`config.mk`:
```
export PLATFORM = sky130hd
export DESIGN_NAME = can_bus_load_estimator_flat
export DESIGN_NICKNAME = d
export VERILOG_FILES = /design/src/hw/rtl/cble_pkg.sv /design/src/hw/rtl/cble_if.sv /design/src/hw/rtl/cble_mem.sv /design/src/hw/rtl/cble_div.sv /design/src/hw/rtl/can_bus_load_estimator.sv /design/src/flat_wrapper.sv
export SDC_FILE = /design/constraint.sdc
export NUM_CORES = 1
export LEC_CHECK = 0
export BUFFER_PORTS_ARGS = -buffer_cell sky130_fd_sc_hd__buf_4
export CORE_ASPECT_RATIO = 0.7
export CORE_MARGIN = 5
export CORE_UTILIZATION = 59
export CTS_BUF_LIST = sky130_fd_sc_hd__clkbuf_8
export DETAILED_ROUTE_END_ITERATION = 12
export GPL_TIMING_DRIVEN = 0
export PLACE_DENSITY = 0.79
export SETUP_SLACK_MARGIN = 0.2
export SLEW_MARGIN = 30
export SYNTH_ARGS = -nofsm -noshare
export SYNTH_HDL_FRONTEND = slang
export SYNTH_SLANG_ARGS = --single-unit
```
`constraint.sdc`:
```
create_clock -name clk -period 4.65 [get_ports clk]
set_input_delay 0.2325 -clock clk [delete_from_list [all_inputs] [get_ports clk]]
set_output_delay 0.2325 -clock clk [all_outputs]
set_load 0.01 [all_outputs]
```
`src/hw/rtl/cble_pkg.sv`:
```
// Shared types, constants and helpers for the CAN bus load estimator.
// No dependencies; every other file imports this package.
`default_nettype none

package cble_pkg;

    localparam int BUS_COUNT   = 4;
    localparam int BUS_W       = 2;
    localparam int IDX_W       = 3;
    localparam int LEN_W       = 7;
    localparam int CNT_W       = 32;
    localparam int LOAD_W      = 8;
    localparam int RATE_W      = 20;
    localparam int BUDGET_W    = 18;
    localparam int ADD_W       = 11;
    localparam int PROD_W      = 39;
    localparam int QUO_W       = 8;
    localparam int REM_W       = BUDGET_W + QUO_W;
    localparam int STEP_W      = 3;
    localparam int CFG_IDX_W   = 8;
    localparam int NUM_REGS    = 4;

    localparam int FRAME_BASE     = 41;
    localparam int BYTE_BITS      = 9;
    localparam int EXT_BITS       = 18;
    localparam int DEFAULT_BUDGET = 125000;
    localparam int RATE_RESET     = 500000;
    // sample = (count * 1000 / budget) / 10 == count * 100 / budget
    localparam int PCT_SCALE      = 1000 / 10;
    localparam int BLEND_OLD      = 3;

    localparam logic REQ_FRAME = 1'b0;
    localparam logic REQ_TICK  = 1'b1;

    typedef enum logic [2:0] {
        ST_IDLE,
        ST_FRAME_MOD,
        ST_TICK_RD,
        ST_TICK_MUL,
        ST_TICK_DIV,
        ST_TICK_WAIT,
        ST_TICK_BLEND
    } cble_state_t;

    typedef struct packed {
        logic [CNT_W-1:0]  bit_count;
        logic [LOAD_W-1:0] smoothed;
    } cble_entry_t;

    typedef struct packed {
        logic                start;
        logic [PROD_W-1:0]   dividend;
        logic [BUDGET_W-1:0] divisor;
    } cble_div_req_t;

    typedef struct packed {
        logic             done;
        logic [QUO_W-1:0] quotient;
    } cble_div_rsp_t;

    // Quarter-second bit budget; a rate below 4 falls back to the default.
    function automatic logic [BUDGET_W-1:0] cble_budget(input logic [RATE_W-1:0] rate);
        logic [BUDGET_W-1:0] q;
        q = rate[RATE_W-1:2];
        if (q == '0) begin
            q = BUDGET_W'(DEFAULT_BUDGET);
        end
        return q;
    endfunction

endpackage

`default_nettype wire

```
`src/hw/rtl/cble_if.sv`:
```
// Channel interfaces: frame/tick requests, load reports, register writes.
// Depends on cble_pkg.
`default_nettype none

interface cble_req_if
    import cble_pkg::*;
();
    logic             valid;
    logic             ready;
    logic             req_type;
    logic [IDX_W-1:0] bus_index;
    logic [LEN_W-1:0] frame_length;
    logic             extended_id;

    modport source (output valid, req_type, bus_index, frame_length, extended_id,
                    input ready);
    modport sink   (input valid, req_type, bus_index, frame_length, extended_id,
                    output ready);
endinterface

interface cble_load_if
    import cble_pkg::*;
();
    logic              valid;
    logic              ready;
    logic [BUS_W-1:0]  load_bus;
    logic [LOAD_W-1:0] load_percent;
    logic              last_of_tick;

    modport source (output valid, load_bus, load_percent, last_of_tick, input ready);
    modport sink   (input valid, load_bus, load_percent, last_of_tick, output ready);
endinterface

interface cble_cfg_if
    import cble_pkg::*;
();
    logic                 valid;
    logic                 ready;
    logic [CFG_IDX_W-1:0] index;
    logic [RATE_W-1:0]    data;

    modport source (output valid, index, data, input ready);
    modport sink   (input valid, index, data, output ready);
endinterface

`default_nettype wire

```
`src/hw/rtl/cble_mem.sv`:
```
// Per-bus state memory: bit counter and smoothed load, registered read.
// Depends on cble_pkg. Valid bits make unwritten entries read as zero.
`default_nettype none

module cble_mem
    import cble_pkg::*;
(
    input  wire logic             clk,
    input  wire logic             rst_n,
    input  wire logic             we,
    input  wire logic [BUS_W-1:0] waddr,
    input  wire cble_entry_t      wdata,
    input  wire logic             re,
    input  wire logic [BUS_W-1:0] raddr,
    output cble_entry_t           rdata
);

    cble_entry_t          mem [BUS_COUNT];
    logic [BUS_COUNT-1:0] valid_reg;
    cble_entry_t          rdata_reg;

    always_ff @(posedge clk or negedge rst_n)
    begin
        if (!rst_n)
        begin
            valid_reg <= '0;
        end
        else if (we)
        begin
            valid_reg[waddr] <= 1'b1;
        end
    end

    always_ff @(posedge clk)
    begin
        if (we)
        begin
            mem[waddr] <= wdata;
        end
        if (re)
        begin
            rdata_reg <= valid_reg[raddr] ? mem[raddr] : '0;
        end
    end

    assign rdata = rdata_reg;

endmodule

`default_nettype wire

```
`src/hw/rtl/cble_div.sv`:
```
// Iterative restoring divider for the load sample, saturating at 255.
// Depends on cble_pkg. One quotient bit per cycle after an overflow check.
`default_nettype none

module cble_div
    import cble_pkg::*;
(
    input  wire logic   clk,
    input  wire logic   rst_n,
    input  wire cble_div_req_t req,
    output cble_div_rsp_t      rsp
);

    logic                busy_reg;
    logic                done_reg;
    logic [STEP_W-1:0]   step_reg;
    logic [REM_W-1:0]    rem_reg;
    logic [QUO_W-1:0]    quo_reg;
    logic [BUDGET_W-1:0] dvs_reg;

    logic [REM_W-1:0]    trial;
    logic [PROD_W-1:0]   limit;
    logic                saturate;

    assign trial    = {{QUO_W{1'b0}}, dvs_reg} << step_reg;
    assign limit    = {{(PROD_W-REM_W){1'b0}}, req.divisor, {QUO_W{1'b0}}};
    assign saturate = (req.dividend >= limit);

    always_ff @(posedge clk or negedge rst_n)
    begin
        if (!rst_n)
        begin
            busy_reg <= 1'b0;
            done_reg <= 1'b0;
            step_reg <= '0;
        end
        else
        begin
            done_reg <= 1'b0;
            if (req.start)
            begin
                busy_reg <= !saturate;
                done_reg <= saturate;
                step_reg <= STEP_W'(QUO_W - 1);
            end
            else if (busy_reg)
            begin
                step_reg <= step_reg - 1'b1;
                if (step_reg == '0)
                begin
                    busy_reg <= 1'b0;
                    done_reg <= 1'b1;
                end
            end
        end
    end

    always_ff @(posedge clk)
    begin
        if (req.start)
        begin
            dvs_reg <= req.divisor;
            rem_reg <= req.dividend[REM_W-1:0];
            quo_reg <= saturate ? {QUO_W{1'b1}} : '0;
        end
        else if (busy_reg && rem_reg >= trial)
        begin
            rem_reg           <= rem_reg - trial;
            quo_reg[step_reg] <= 1'b1;
        end
    end

    assign rsp.done     = done_reg;
    assign rsp.quotient = quo_reg;

endmodule

`default_nettype wire

```
`src/hw/rtl/can_bus_load_estimator.sv`:
```
// CAN bus load estimator, top level: control sequencer, rate registers, output register.
// Frame item: counter read at accept, written back on the next edge.
// Tick item, per bus: read, multiply, divider start, 8 divide steps and done, blend;
// a saturating sample skips the divide steps, and a held output stalls the blend.
// Most of a tick's time goes to the iterative divider. One item is in work at a time.
// Reset: rate registers to 500000, state memory valid bits cleared (reads as zero), no sweep.
`default_nettype none

module can_bus_load_estimator
    import cble_pkg::*;
(
    input  wire logic  clk,
    input  wire logic  rst_n,
    cble_req_if.sink   req,
    cble_load_if.source load,
    cble_cfg_if.sink   cfg
);

    cble_state_t state_reg, state_next;

    // captured frame item
    logic [BUS_W-1:0] fbus_reg;
    logic [LEN_W-1:0] flen_reg;
    logic             fext_reg;

    // tick progress
    logic [BUS_W-1:0]  bus_reg, bus_next;
    logic [PROD_W-1:0] prod_reg;
    logic              nz_reg;
    logic [LOAD_W-1:0] old_reg;

    // output register
    logic              ovalid_reg;
    logic [BUS_W-1:0]  obus_reg;
    logic [LOAD_W-1:0] opct_reg;
    logic              olast_reg;
    logic              out_load;

    logic [RATE_W-1:0] rate_reg [NUM_REGS];

    // memory and divider hookups
    logic          mem_we, mem_re;
    logic [BUS_W-1:0] mem_waddr, mem_raddr;
    cble_entry_t   mem_wdata, mem_rdata;
    cble_div_req_t div_req;
    cble_div_rsp_t div_rsp;

    logic              accept;
    logic [ADD_W-1:0]  frame_bits;
    logic [CNT_W:0]    sum;
    logic [ADD_W-1:0]  blend_sum;
    logic [LOAD_W-1:0] blended;
    logic              last_bus;

    cble_mem u_mem (
        .clk   (clk),
        .rst_n (rst_n),
        .we    (mem_we),
        .waddr (mem_waddr),
        .wdata (mem_wdata),
        .re    (mem_re),
        .raddr (mem_raddr),
        .rdata (mem_rdata)
    );

    cble_div u_div (
        .clk   (clk),
        .rst_n (rst_n),
        .req   (div_req),
        .rsp   (div_rsp)
    );

    assign req.ready = (state_reg == ST_IDLE);
    assign accept    = req.valid && req.ready;

    // frame bits: 41 + 9 per byte, +18 for an extended id; counter saturates
    assign frame_bits = ADD_W'(FRAME_BASE) + ADD_W'(flen_reg) * ADD_W'(BYTE_BITS)
                      + (fext_reg ? ADD_W'(EXT_BITS) : ADD_W'(0));
    assign sum = {1'b0, mem_rdata.bit_count} + {{(CNT_W+1-ADD_W){1'b0}}, frame_bits};

    // three parts old, one part new; traffic seen forces at least 1
    assign blend_sum = ADD_W'(old_reg) * ADD_W'(BLEND_OLD) + ADD_W'(div_rsp.quotient);
    always_comb
    begin
        blended = blend_sum[LOAD_W+1:2];
        if (blended == '0 && nz_reg)
        begin
            blended = LOAD_W'(1);
        end
    end

    assign last_bus = (bus_reg == BUS_W'(BUS_COUNT - 1));

    // sequencer
    always_comb
    begin
        state_next       = state_reg;
        bus_next         = bus_reg;
        mem_we           = 1'b0;
        mem_waddr        = fbus_reg;
        mem_wdata        = '0;
        mem_re           = 1'b0;
        mem_raddr        = bus_reg;
        div_req.start    = 1'b0;
        div_req.dividend = prod_reg;
        div_req.divisor  = cble_budget(rate_reg[bus_reg]);
        out_load         = 1'b0;
        case (state_reg)
            ST_IDLE:
            begin
                mem_raddr = req.bus_index[BUS_W-1:0];
                if (accept)
                begin
                    if (req.req_type == REQ_TICK)
                    begin
                        bus_next   = '0;
                        state_next = ST_TICK_RD;
                    end
                    else if (req.bus_index < IDX_W'(BUS_COUNT))
                    begin
                        mem_re     = 1'b1;
                        state_next = ST_FRAME_MOD;
                    end
                end
            end
            ST_FRAME_MOD:
            begin
                mem_we              = 1'b1;
                mem_wdata.smoothed  = mem_rdata.smoothed;
                mem_wdata.bit_count = sum[CNT_W] ? {CNT_W{1'b1}} : sum[CNT_W-1:0];
                state_next          = ST_IDLE;
            end
            ST_TICK_RD:
            begin
                mem_re     = 1'b1;
                state_next = ST_TICK_MUL;
            end
            ST_TICK_MUL:
            begin
                state_next = ST_TICK_DIV;
            end
            ST_TICK_DIV:
            begin
                div_req.start = 1'b1;
                state_next    = ST_TICK_WAIT;
            end
            ST_TICK_WAIT:
            begin
                if (div_rsp.done)
                begin
                    state_next = ST_TICK_BLEND;
                end
            end
            ST_TICK_BLEND:
            begin
                // hold until the output register is free
                if (!ovalid_reg || load.ready)
                begin
                    out_load           = 1'b1;
                    mem_we             = 1'b1;
                    mem_waddr          = bus_reg;
                    mem_wdata.smoothed = blended;
                    if (last_bus)
                    begin
                        state_next = ST_IDLE;
                    end
                    else
                    begin
                        bus_next   = bus_reg + 1'b1;
                        state_next = ST_TICK_RD;
                    end
                end
            end
            default:
            begin
                state_next = ST_IDLE;
            end
        endcase
    end

    always_ff @(posedge clk or negedge rst_n)
    begin
        if (!rst_n)
        begin
            state_reg  <= ST_IDLE;
            bus_reg    <= '0;
            ovalid_reg <= 1'b0;
        end
        else
        begin
            state_reg <= state_next;
            bus_reg   <= bus_next;
            if (out_load)
            begin
                ovalid_reg <= 1'b1;
            end
            else if (load.ready)
            begin
                ovalid_reg <= 1'b0;
            end
        end
    end

    // payload registers
    always_ff @(posedge clk)
    begin
        if (accept)
        begin
            fbus_reg <= req.bus_index[BUS_W-1:0];
            flen_reg <= req.frame_length;
            fext_reg <= req.extended_id;
        end
        if (state_reg == ST_TICK_MUL)
        begin
            prod_reg <= {{(PROD_W-CNT_W){1'b0}}, mem_rdata.bit_count} * PROD_W'(PCT_SCALE);
            nz_reg   <= (mem_rdata.bit_count != '0);
            old_reg  <= mem_rdata.smoothed;
        end
        if (out_load)
        begin
            obus_reg  <= bus_reg;
            opct_reg  <= blended;
            olast_reg <= last_bus;
        end
    end

    // rate registers; writes beyond the list are dropped
    assign cfg.ready = 1'b1;

    always_ff @(posedge clk or negedge rst_n)
    begin
        if (!rst_n)
        begin
            for (int i = 0; i < NUM_REGS; i++)
            begin
                rate_reg[i] <= RATE_W'(RATE_RESET);
            end
        end
        else if (cfg.valid && cfg.index < CFG_IDX_W'(NUM_REGS))
        begin
            rate_reg[cfg.index[BUS_W-1:0]] <= cfg.data;
        end
    end

    assign load.valid        = ovalid_reg;
    assign load.load_bus     = obus_reg;
    assign load.load_percent = opct_reg;
    assign load.last_of_tick = olast_reg;

endmodule

`default_nettype wire

```
`src/flat_wrapper.sv`:
```
// flat-port wrapper written by rule: the top's interface ports become plain ports
module can_bus_load_estimator_flat import cble_pkg::*;
  (clk, rst_n, req_valid, req_req_type, req_bus_index, req_frame_length, req_extended_id, req_ready, load_valid, load_load_bus, load_load_percent, load_last_of_tick, load_ready, cfg_valid, cfg_index, cfg_data, cfg_ready);
  cble_req_if req_i ();
  cble_load_if load_i ();
  cble_cfg_if cfg_i ();
  input  wire logic clk;
  input  wire logic rst_n;
  input wire logic [$bits(req_i.valid)-1:0] req_valid;
  input wire logic [$bits(req_i.req_type)-1:0] req_req_type;
  input wire logic [$bits(req_i.bus_index)-1:0] req_bus_index;
  input wire logic [$bits(req_i.frame_length)-1:0] req_frame_length;
  input wire logic [$bits(req_i.extended_id)-1:0] req_extended_id;
  output wire logic [$bits(req_i.ready)-1:0] req_ready;
  output wire logic [$bits(load_i.valid)-1:0] load_valid;
  output wire logic [$bits(load_i.load_bus)-1:0] load_load_bus;
  output wire logic [$bits(load_i.load_percent)-1:0] load_load_percent;
  output wire logic [$bits(load_i.last_of_tick)-1:0] load_last_of_tick;
  input wire logic [$bits(load_i.ready)-1:0] load_ready;
  input wire logic [$bits(cfg_i.valid)-1:0] cfg_valid;
  input wire logic [$bits(cfg_i.index)-1:0] cfg_index;
  input wire logic [$bits(cfg_i.data)-1:0] cfg_data;
  output wire logic [$bits(cfg_i.ready)-1:0] cfg_ready;
  assign req_i.valid = req_valid;
  assign req_i.req_type = req_req_type;
  assign req_i.bus_index = req_bus_index;
  assign req_i.frame_length = req_frame_length;
  assign req_i.extended_id = req_extended_id;
  assign req_ready = req_i.ready;
  assign load_valid = load_i.valid;
  assign load_load_bus = load_i.load_bus;
  assign load_load_percent = load_i.load_percent;
  assign load_last_of_tick = load_i.last_of_tick;
  assign load_i.ready = load_ready;
  assign cfg_i.valid = cfg_valid;
  assign cfg_i.index = cfg_index;
  assign cfg_i.data = cfg_data;
  assign cfg_ready = cfg_i.ready;
  can_bus_load_estimator u_core (.clk(clk), .rst_n(rst_n), .req(req_i), .load(load_i), .cfg(cfg_i));
endmodule
```
**Word level (Yosys, flattened, before mapping)**

Memory sizes are Yosys's and may differ from the RTL's. A register that Yosys moved wholly into a read port is not among the register bits.
Cells that the tools add are included.

- Flip-flop bits (word level): 214
- Latch bits: 0
- Bits in writable memories: 160
- Bits in read-only memories: 0
- Input port bits: 45
- Output and inout bits: 14
- Word-level logic and storage cells: 146
- Memories kept: 1

Memories:

| memory | depth | bits a word | read ports | clocked after memory_dff | wr ports | line | RTL |
|---|---|---|---|---|---|---|---|
| u_core.u_mem.mem | 4 | 40 | 1 | 1 | 1 | cble_mem.sv:18 | `cble_entry_t mem [BUS_COUNT];` |

- Add/subtract/negate cells: 7
- $mul: 3
- Div/mod/pow operators: 0
- $lt $le $gt $ge: 12
- Eq/ne operators: 13
- Shifts and indexed selects: 1
- Mux-type cells: 59
- Bitwise logic cells: 4
- Reduce and logical (&&, ||, !) cells: 22

Operator list:

| cell | count |
|---|---|
| $bwmux W80 | 1 |
| $mux W32 | 2 |
| $mux W20 | 3 |
| $mux W26 | 2 |
| $bmux W20 S2 | 1 |
| $demux W20 S2 | 1 |
| $mux W8 | 5 |
| $ge A39 B26 Y1 | 1 |
| $mul A32 B5 Y37 const B | 1 |
| $add A32 B11 Y33 | 1 |
| $reduce_bool A32 Y1 | 1 |
| $ge A26 B26 Y1 | 1 |
| $shl A18 B3 Y26 | 1 |
| $sub A26 B26 Y26 | 1 |
| $mux W3 | 7 |
| $mux W1 | 19 |
| $logic_not A18 Y1 | 1 |
| $mux W18 | 1 |
| $pmux W3 S6 | 1 |
| $mux W2 | 8 |
| $pmux W8 S2 | 1 |
| $add A11 B11 Y11 | 1 |
| $add A6 B11 Y11 const A | 1 |
| $mul A7 B4 Y11 const B | 1 |
| 36 further kinds | 58 |

**Depth between registers and ports, before layout**

Gate-level depths: netlist of run 1.

- Depth in word-level cells: 9
- Mapped depth: 20
- Depth with buffers taken out: 19

**Modules after synthesis**

From an unflattened synthesis of run 1, not the netlist that was laid out.

- Cells, all modules: 1910
- Area total of the unflattened synthesis: 24095.6 µm²

By module, submodules not included:

| module | times used | cells each | area an instance (µm²) |
|---|---|---|---|
| can_bus_load_estimator | 1 | 1089 | 11671.2 |
| cble_mem | 1 | 308 | 7591.0 |
| cble_div | 1 | 513 | 4833.4 |

**Worst setup path before layout of run 1**

No wires, ideal clock.

- Path type: register -> register
- Start point: register u_core.state_reg[1]
- End point: memory u_core.u_mem.mem[2][0] (netlist bit) (enable)
- Library setup time: 0.494 ns
- Arrival: 4.363 ns
- Required time: 4.156 ns
- Setup slack: -0.208 ns
- Cell stages (with the launch flop): 7
- Buffers on the path: 1
- Clock period less this slack: 4.858 ns
- Cell sequence: dfrtp_1 -> nand2_1 -> nor2_1 -> and2_1 -> clkbuf_1 -> nand2_1 -> o21ai_0

- Cells in the longest elaborated chain, start to end: 4

RTL lines:

| element | line | RTL |
|---|---|---|
| from (decl) | can_bus_load_estimator.sv:19 | `cble_state_t state_reg, state_next;` |
| from (signal assigned) | can_bus_load_estimator.sv:191 | `state_reg <= state_next;` |
| $eq A3 B3 Y1 / $eq A3 B1 Y1 (equally long branches) | can_bus_load_estimator.sv:108 | `case (state_reg)` |
| $pmux W1 S2 | can_bus_load_estimator.sv:108 |  |
| $mux W1 | cble_mem.sv:36 | `if (we)` |
| $mux W1 (implied by the code) | cble_mem.sv:38 | `mem[waddr] <= wdata;` |
| to (decl) | cble_mem.sv:18 |  |

Several ways; a longest one is shown, not always the timed one.

==> results of run 1 <==
[cells in the mapped netlist, types with 24 or more instances]
cell type and number:
a21o_1 36, a21oi_1 129, clkbuf_1 45, dfrtp_1 59, dfstp_2 28, edfxtp_1 319, fa_1 41, ha_1 191
inv_1 182, mux2_2 76, mux4_2 67, nand2_1 77, nand3_1 24, nand4_1 26, nor2_1 68, nor2b_1 57
o21ai_0 58, xnor2_1 56, xor2_1 32
[cell families after synthesis]
group                      count (synthesis)  share of synthesized area [%]
buffers and inverters                    242                          4.026
adders and majority gates                232                          13.70
other                                      1                        0.01601
AOI/OAI and AO/OA                        338                          9.030
DFF                                      406                          50.33
xor gates and xnor gates                  88                          3.290
muxes                                    166                          11.28
and+or+nand+nor                          365                          8.325
[worst min-delay path by stage]
| stage | startpoint | endpoint | slack, ps | cells past startpoint |
|---|---|---|---|---|
| CTS | load_ready | u_core.load.valid | 30 | 3 |
| finish | cfg_index[0] | u_core.rate_reg[65] | 60 | 3 |
| detailed placement | rst_n | u_core.u_mem.valid_reg[1] | 360 | 1 |
| floorplan | rst_n | u_core.bus_reg[0] | -60 | 0 |
| global route | cfg_index[0] | u_core.rate_reg[63] | 30 | 3 |
| global placement | req_frame_length[3] | u_core.flen_reg[3] | 410 | 1 |
[cell usage in the layout, fill, tap and decap left out, drive strengths merged, types with 20 or more instances in the layout]
| cell | instances |
|---|---|
| mux2i | 20 |
| dlygate4sd3 | 30 |
| dfstp | 28 |
| inv | 210 |
| nor2b | 57 |
| clkbuf | 109 |
| nor3 | 22 |
| a21o | 36 |
| mux4 | 70 |
| a21oi | 130 |
| xnor2 | 56 |
| o21ai | 63 |
| fa | 41 |
| xor2 | 32 |
| mux2 | 76 |
| buf | 153 |
| nand4 | 26 |
| dfrtp | 59 |
| nand3 | 24 |
| nand2 | 79 |
| nor2 | 68 |
| ha | 191 |
| edfxtp | 319 |
[per-stage QoR]
stage	util (%)	cells
3_5_place_dp	63.06	2447
5_1_grt	70.78	2654
2_1_floorplan	-	1838
3_3_place_gp	62.16	2428
4_1_cts	69.24	2623
6_report	70.78	2654
[per-layer routing]
layer | vias up | track usage (%) | share of wire (%)
met3 | 114 | 6.688 | 8.6
met4 | 2 | 6.434 | 2.1
met2 | 661 | 40.36 | 46
met5 | - | 0 | 0.020
li1 | 7287 | - | -
met1 | 8129 | 39.31 | 44
[worst max-delay path: cells and delay by family, from the launching register on]
kind                     cells  cell delay, ps
buffers and inverters        2             290
flip-flops                   1             440
AND/OR/NAND/NOR              3             430
XOR/XNOR                     2             410
AO/OA/AOI/OAI                8            1490
adder cells (fa/ha/maj)      4            1310
[layout make-up]
class / count / area [um2] / area share [%]
buffer: 60 / 354.1 / 1.268
clock buffer: 63 / 867.1 / 3.105
clock inverter: 48 / 304.0 / 1.089
inverter: 182 / 685.7 / 2.455
multi-input combinational: 1191 / 11630 / 41.66
sequential: 406 / 11790 / 42.23
tap: 535 / 669.4 / 2.397
timing repair buffer: 169 / 1620 / 5.802
[repair_timing]
action | 4_1_cts | 5_1_grt
setup buffers | 32 | 30
resized for setup | 131 | 70
cloned | 3 | 1
pin swaps | 36 | 52
setup endpoints to repair | 180 | 178
hold endpoints to repair | 142 | 0
hold buffers | 30 | 0
==> run_results.csv, run 1 <==
group,metric,value,unit
global_routing,overflow,0,
global_routing,grt_pass1_wl,90650,um
cts,cts_root_buf,"clkbuf_8",
critical_path,start_kind,"flop",
placement,gp_congestion,0.9381,
floorplan,fp.dieArea,43860,um2
synth,synth.avg_cell_area,12.75,um2
outcome,status,"finished, final reports clean",
synth,synth_top_area_share,40.88,%
global_routing,antenna_found_initial,1,
synth,synth_flop_cell,"edfxtp_1",
global_routing,grt_max_degree,88,
placement,placed_cell_area,24880,um2
detailed_routing,vias,16193,
timing,fin_hold_ws,55.85,ps
global_routing,globalRouteTotalUtil,26.64,%
finish,fin_nets,2348,
finish,largest_reg_flops,160,
floorplan,initial_core_util,59.38,%
hold_path,min_path_type,"in2reg",
timing,worst_slew_pin_slew,1031,ps
detailed_routing,vias_per_cell,6.101,
critical_path,r2r_end,"u_core.u_mem.mem[1][31]",
critical_path,slowest_stage,"fa_2",
timing,skew,49.39,ps
synth,ys_top_cells_by_area,"edfxtp_1, ha_1, mux4_2",
timing,rsz0062_at_grt,"yes",
timing,max_freq,0.2160,GHz
synth,synth_cell_types,78,
cts,cts_made_buffers,61,
detailed_routing,firstDrtPassIters,5,
critical_path,arrival,5000,ps
floorplan,rows,61,
synth,syn_area,23430,um2
placement,io_buffers,55,
cts,cts.sinks,406,
critical_path,reg2reg_depth,19,
critical_path,endpoint,"u_core.u_mem.mem[1][31]",
timing,post-route-min-period,4630,ps
synth,yosys_register_bits,406,
finish,layout-drive-gt1-share,25.77,%
critical_path,r2r_slack,20,ps
detailed_routing,drc,0,
detailed_routing,finalWirelength,59680,um
critical_path,max_stage_delay,610,ps
timing,finalCritPeriodShare,99.57,%
finish,synthToLayoutAreaGrowth,19.20,%
timing,maxSlewViolCount,0,
placement,hpwlAfterDp,41110,um
critical_path,crit_fanout,8,
synth,yosysWarnings,0,
detailed_routing,dr.first_iter.drc_count,1533,
placement,pre_cts_slack,-951.2,ps
floorplan,io_pins,59,
synth,syn_inst,1838,
detailed_routing,routedWlPerCell,22.49,um
critical_path,startpoint,"u_core.flen_reg[0]",
cts,clkLatencyLatePin,670,ps
synth,synth_edf_count,319,
critical_path,critPathRequiredTime,5020,ps
critical_path,path_class,"reg2reg",
synth,async_flop_share,21.43,%
synth,synth_seq_area_share,50.33,%
finish,fillerInstances,2627,
finish,finalInstanceArea,27930,um2
cts,cts_tree,"built",
critical_path,cp-end-kind,"flop",
timing,relSlewSlack,29.32,%
global_routing,grt_pass1_vias,16203,
critical_path,worst_r2r_startpoint,"u_core.flen_reg[0]",
floorplan,core-area,39460,um2
critical_path,path_cells,"fa_2 > ha_4 > ha_4 > a31oi_4 > nor2_4 > o21a_1 > o21a_1 > xor2_2 > ha_4 > buf_4 > a21oi_4 > o21ai_2 > a2111oi_4 > a21oi_4 > and2_4 > buf_8 > and3_4 > xnor2_4 > a21oi_4",
detailed_routing,ant_nets,0,
floorplan,die_w,248.2,um
timing,setup_slack,19.95,ps
flow_run,maxCapViolCount,0,
timing,hold_viol_final,0,
synth,synth_top_cell_by_area,"edfxtp_1",
synth,synthesis.nets,2115,
cts,htreeDepth,2,
cts,path_clk_slew,70,ps
finish,diodes,0,
timing,setup_viol,0,
cts,clockBufferDepth,3,
timing,tns,0,ps
floorplan,die_h,176.7,um
Power of run 1 is left out: the tool's default activity adds up to more than one toggle a clock period on the data nets, which glitch-free logic cannot reach.
==> run 2: changes to the inputs <==
RECOVER_POWER = 25   (was default)
==> run_results.csv, run 2 (synthesis gave the netlist of run 1 again) <==
group,metric,value,unit
floorplan,rows,61,
timing,post-route-min-period,4640,ps
hold_path,min_path_type,"in2reg",
placement,placed_cell_area,24880,um2
timing,relSlewSlack,-51.03,%
finish,layout-drive-gt1-share,24.73,%
global_routing,grt_max_degree,88,
timing,rsz0062_at_grt,"yes",
cts,path_clk_slew,60,ps
detailed_routing,vias,16248,
detailed_routing,firstDrtPassIters,5,
hold_path,hp-start,"load_ready",
outcome,status,"finished, violations left",
finish,final_util,70.61,%
timing,finalCritPeriodShare,99.79,%
timing,fin_hold_ws,95.13,ps
cts,htreeDepth,2,
detailed_routing,routedWlPerCell,22.46,um
cts,cts_made_buffers,61,
cts,clkLatencyLatePin,660,ps
global_routing,grt_pass1_vias,16203,
detailed_routing,finalWirelength,59620,um
cts,cts_tree,"built",
critical_path,cp-end-kind,"flop",
critical_path,arrival,5010,ps
finish,finalInstanceArea,27860,um2
outcome,violations,"max-capacitance violations, max-slew violations",
critical_path,worst_r2r_startpoint,"u_core.flen_reg[0]",
hold_path,hold_depth,3,
critical_path,path_class,"reg2reg",
floorplan,initial_core_util,59.38,%
global_routing,overflow,0,
flow_run,maxCapViolCount,2,
timing,hold_viol_final,0,
timing,worst_slew_pin_slew,2265,ps
floorplan,die_h,176.7,um
finish,largest_reg_flops,160,
global_routing,globalRouteTotalUtil,26.64,%
finish,synthToLayoutAreaGrowth,18.91,%
finish,final_cell_mix,"edfxtp_1, inv_1, ha_1, a21oi_1, buf_4",
detailed_routing,dr.first_iter.drc_count,1519,
cts,cts.sinks,406,
finish,mostFrequentLayoutCell,"edfxtp_1",
timing,max_freq,0.2155,GHz
floorplan,io_pins,59,
global_routing,grt_pass1_wl,90650,um
detailed_routing,drc,0,
placement,hpwlAfterDp,41110,um
critical_path,crit_fanout,8,
placement,gp_congestion,0.9381,
floorplan,die_w,248.2,um
critical_path,reg2reg_depth,19,
finish,fin_nets,2348,
critical_path,start_kind,"flop",
timing,maxSlewViolCount,88,
critical_path,critPathRequiredTime,5020,ps
detailed_routing,vias_per_cell,6.122,
floorplan,core-area,39460,um2
critical_path,r2r_end,"u_core.u_mem.mem[2][31]",
critical_path,r2r_slack,10,ps
hold_path,whs_endpoint,"u_core.load.valid",
timing,setup_viol,0,
timing,skew,52.32,ps
cts,cts_root_buf,"clkbuf_8",
finish,diodes,0,
global_routing,antenna_found_initial,1,
cts,clockBufferDepth,3,
detailed_routing,ant_nets,0,
floorplan,fp.dieArea,43860,um2
placement,io_buffers,55,
-- run 2: cell count changes in the layout (fill, tap and decap cells not counted), sizes merged --
| cell | change |
|---|---|
| buf | -26 |
| clkbuf | +26 |
-- run 2: layout make-up --
cell class / count / area, um2
flip-flops and latches: 406 / 11790
multi-input cells: 1191 / 11630
fillers: 2645 / 11600
repair buffers: 169 / 1562
clock buffers: 63 / 867.1
inverters: 182 / 685.7
well taps: 535 / 669.4
plain buffers: 60 / 354.1
clock inverters: 48 / 304.0
-- run 2: worst max-delay path by stage --
stage / startpoint / endpoint / slack (ps)
global placement: u_core.state_reg[1] / u_core.u_mem.mem[2][36] / -1390
finish: u_core.flen_reg[0] / u_core.u_mem.mem[2][31] / 10
global route: u_core.flen_reg[0] / u_core.u_mem.mem[0][31] / -110
floorplan: u_core.flen_reg[0] / u_core.u_mem.mem[0][27] / 230
detailed placement: u_core.bus_reg[1] / u_core.u_div.done_reg / -950
CTS: u_core.flen_reg[4] / u_core.u_mem.mem[1][33] / 100
-- run 2: critical path, stage by stage (launching register included) --
cell	delay (ps)
edfxtp_1	440
fa_2	610
ha_4	200
ha_4	240
a31oi_4	200
nor2_4	50
o21a_1	190
o21a_1	210
xor2_2	230
ha_4	260
buf_4	150
a21oi_4	130
o21ai_2	90
a2111oi_4	450
a21oi_4	130
and2_4	190
buf_8	140
and3_4	190
xnor2_4	190
a21oi_4	90
-- run 2: per-layer routing --
layer	track usage, %	up-vias	part of all wire (%)
met5	0	-	0.020
met3	6.688	107	9.0
li1	-	7285	-
met1	39.31	8185	43
met2	40.36	669	46
met4	6.434	2	2.0
-- run 2: repair_timing --
action | 4_1_cts | 5_1_grt
endpoints found under the setup margin | 180 | 178
cloned | 3 | 1
endpoints found under the hold margin | 142 | 0
gates resized for setup | 131 | 70
pin swaps | 36 | 52
hold buffers | 30 | 0
setup buffers | 32 | 30
-- run 2: metrics by stage --
step | TNS, ps | std cells | setup WS (ps)
6_report | 0 | 2654 | 9.810
3_3_place_gp | -288580 | 2428 | -1392
2_1_floorplan | 0 | 1838 | 227.1
5_1_grt | -3034 | 2654 | -107.0
3_5_place_dp | -74970 | 2447 | -951.2
4_1_cts | 0 | 2623 | 95.36
Power of run 2 is left out for the same reason.
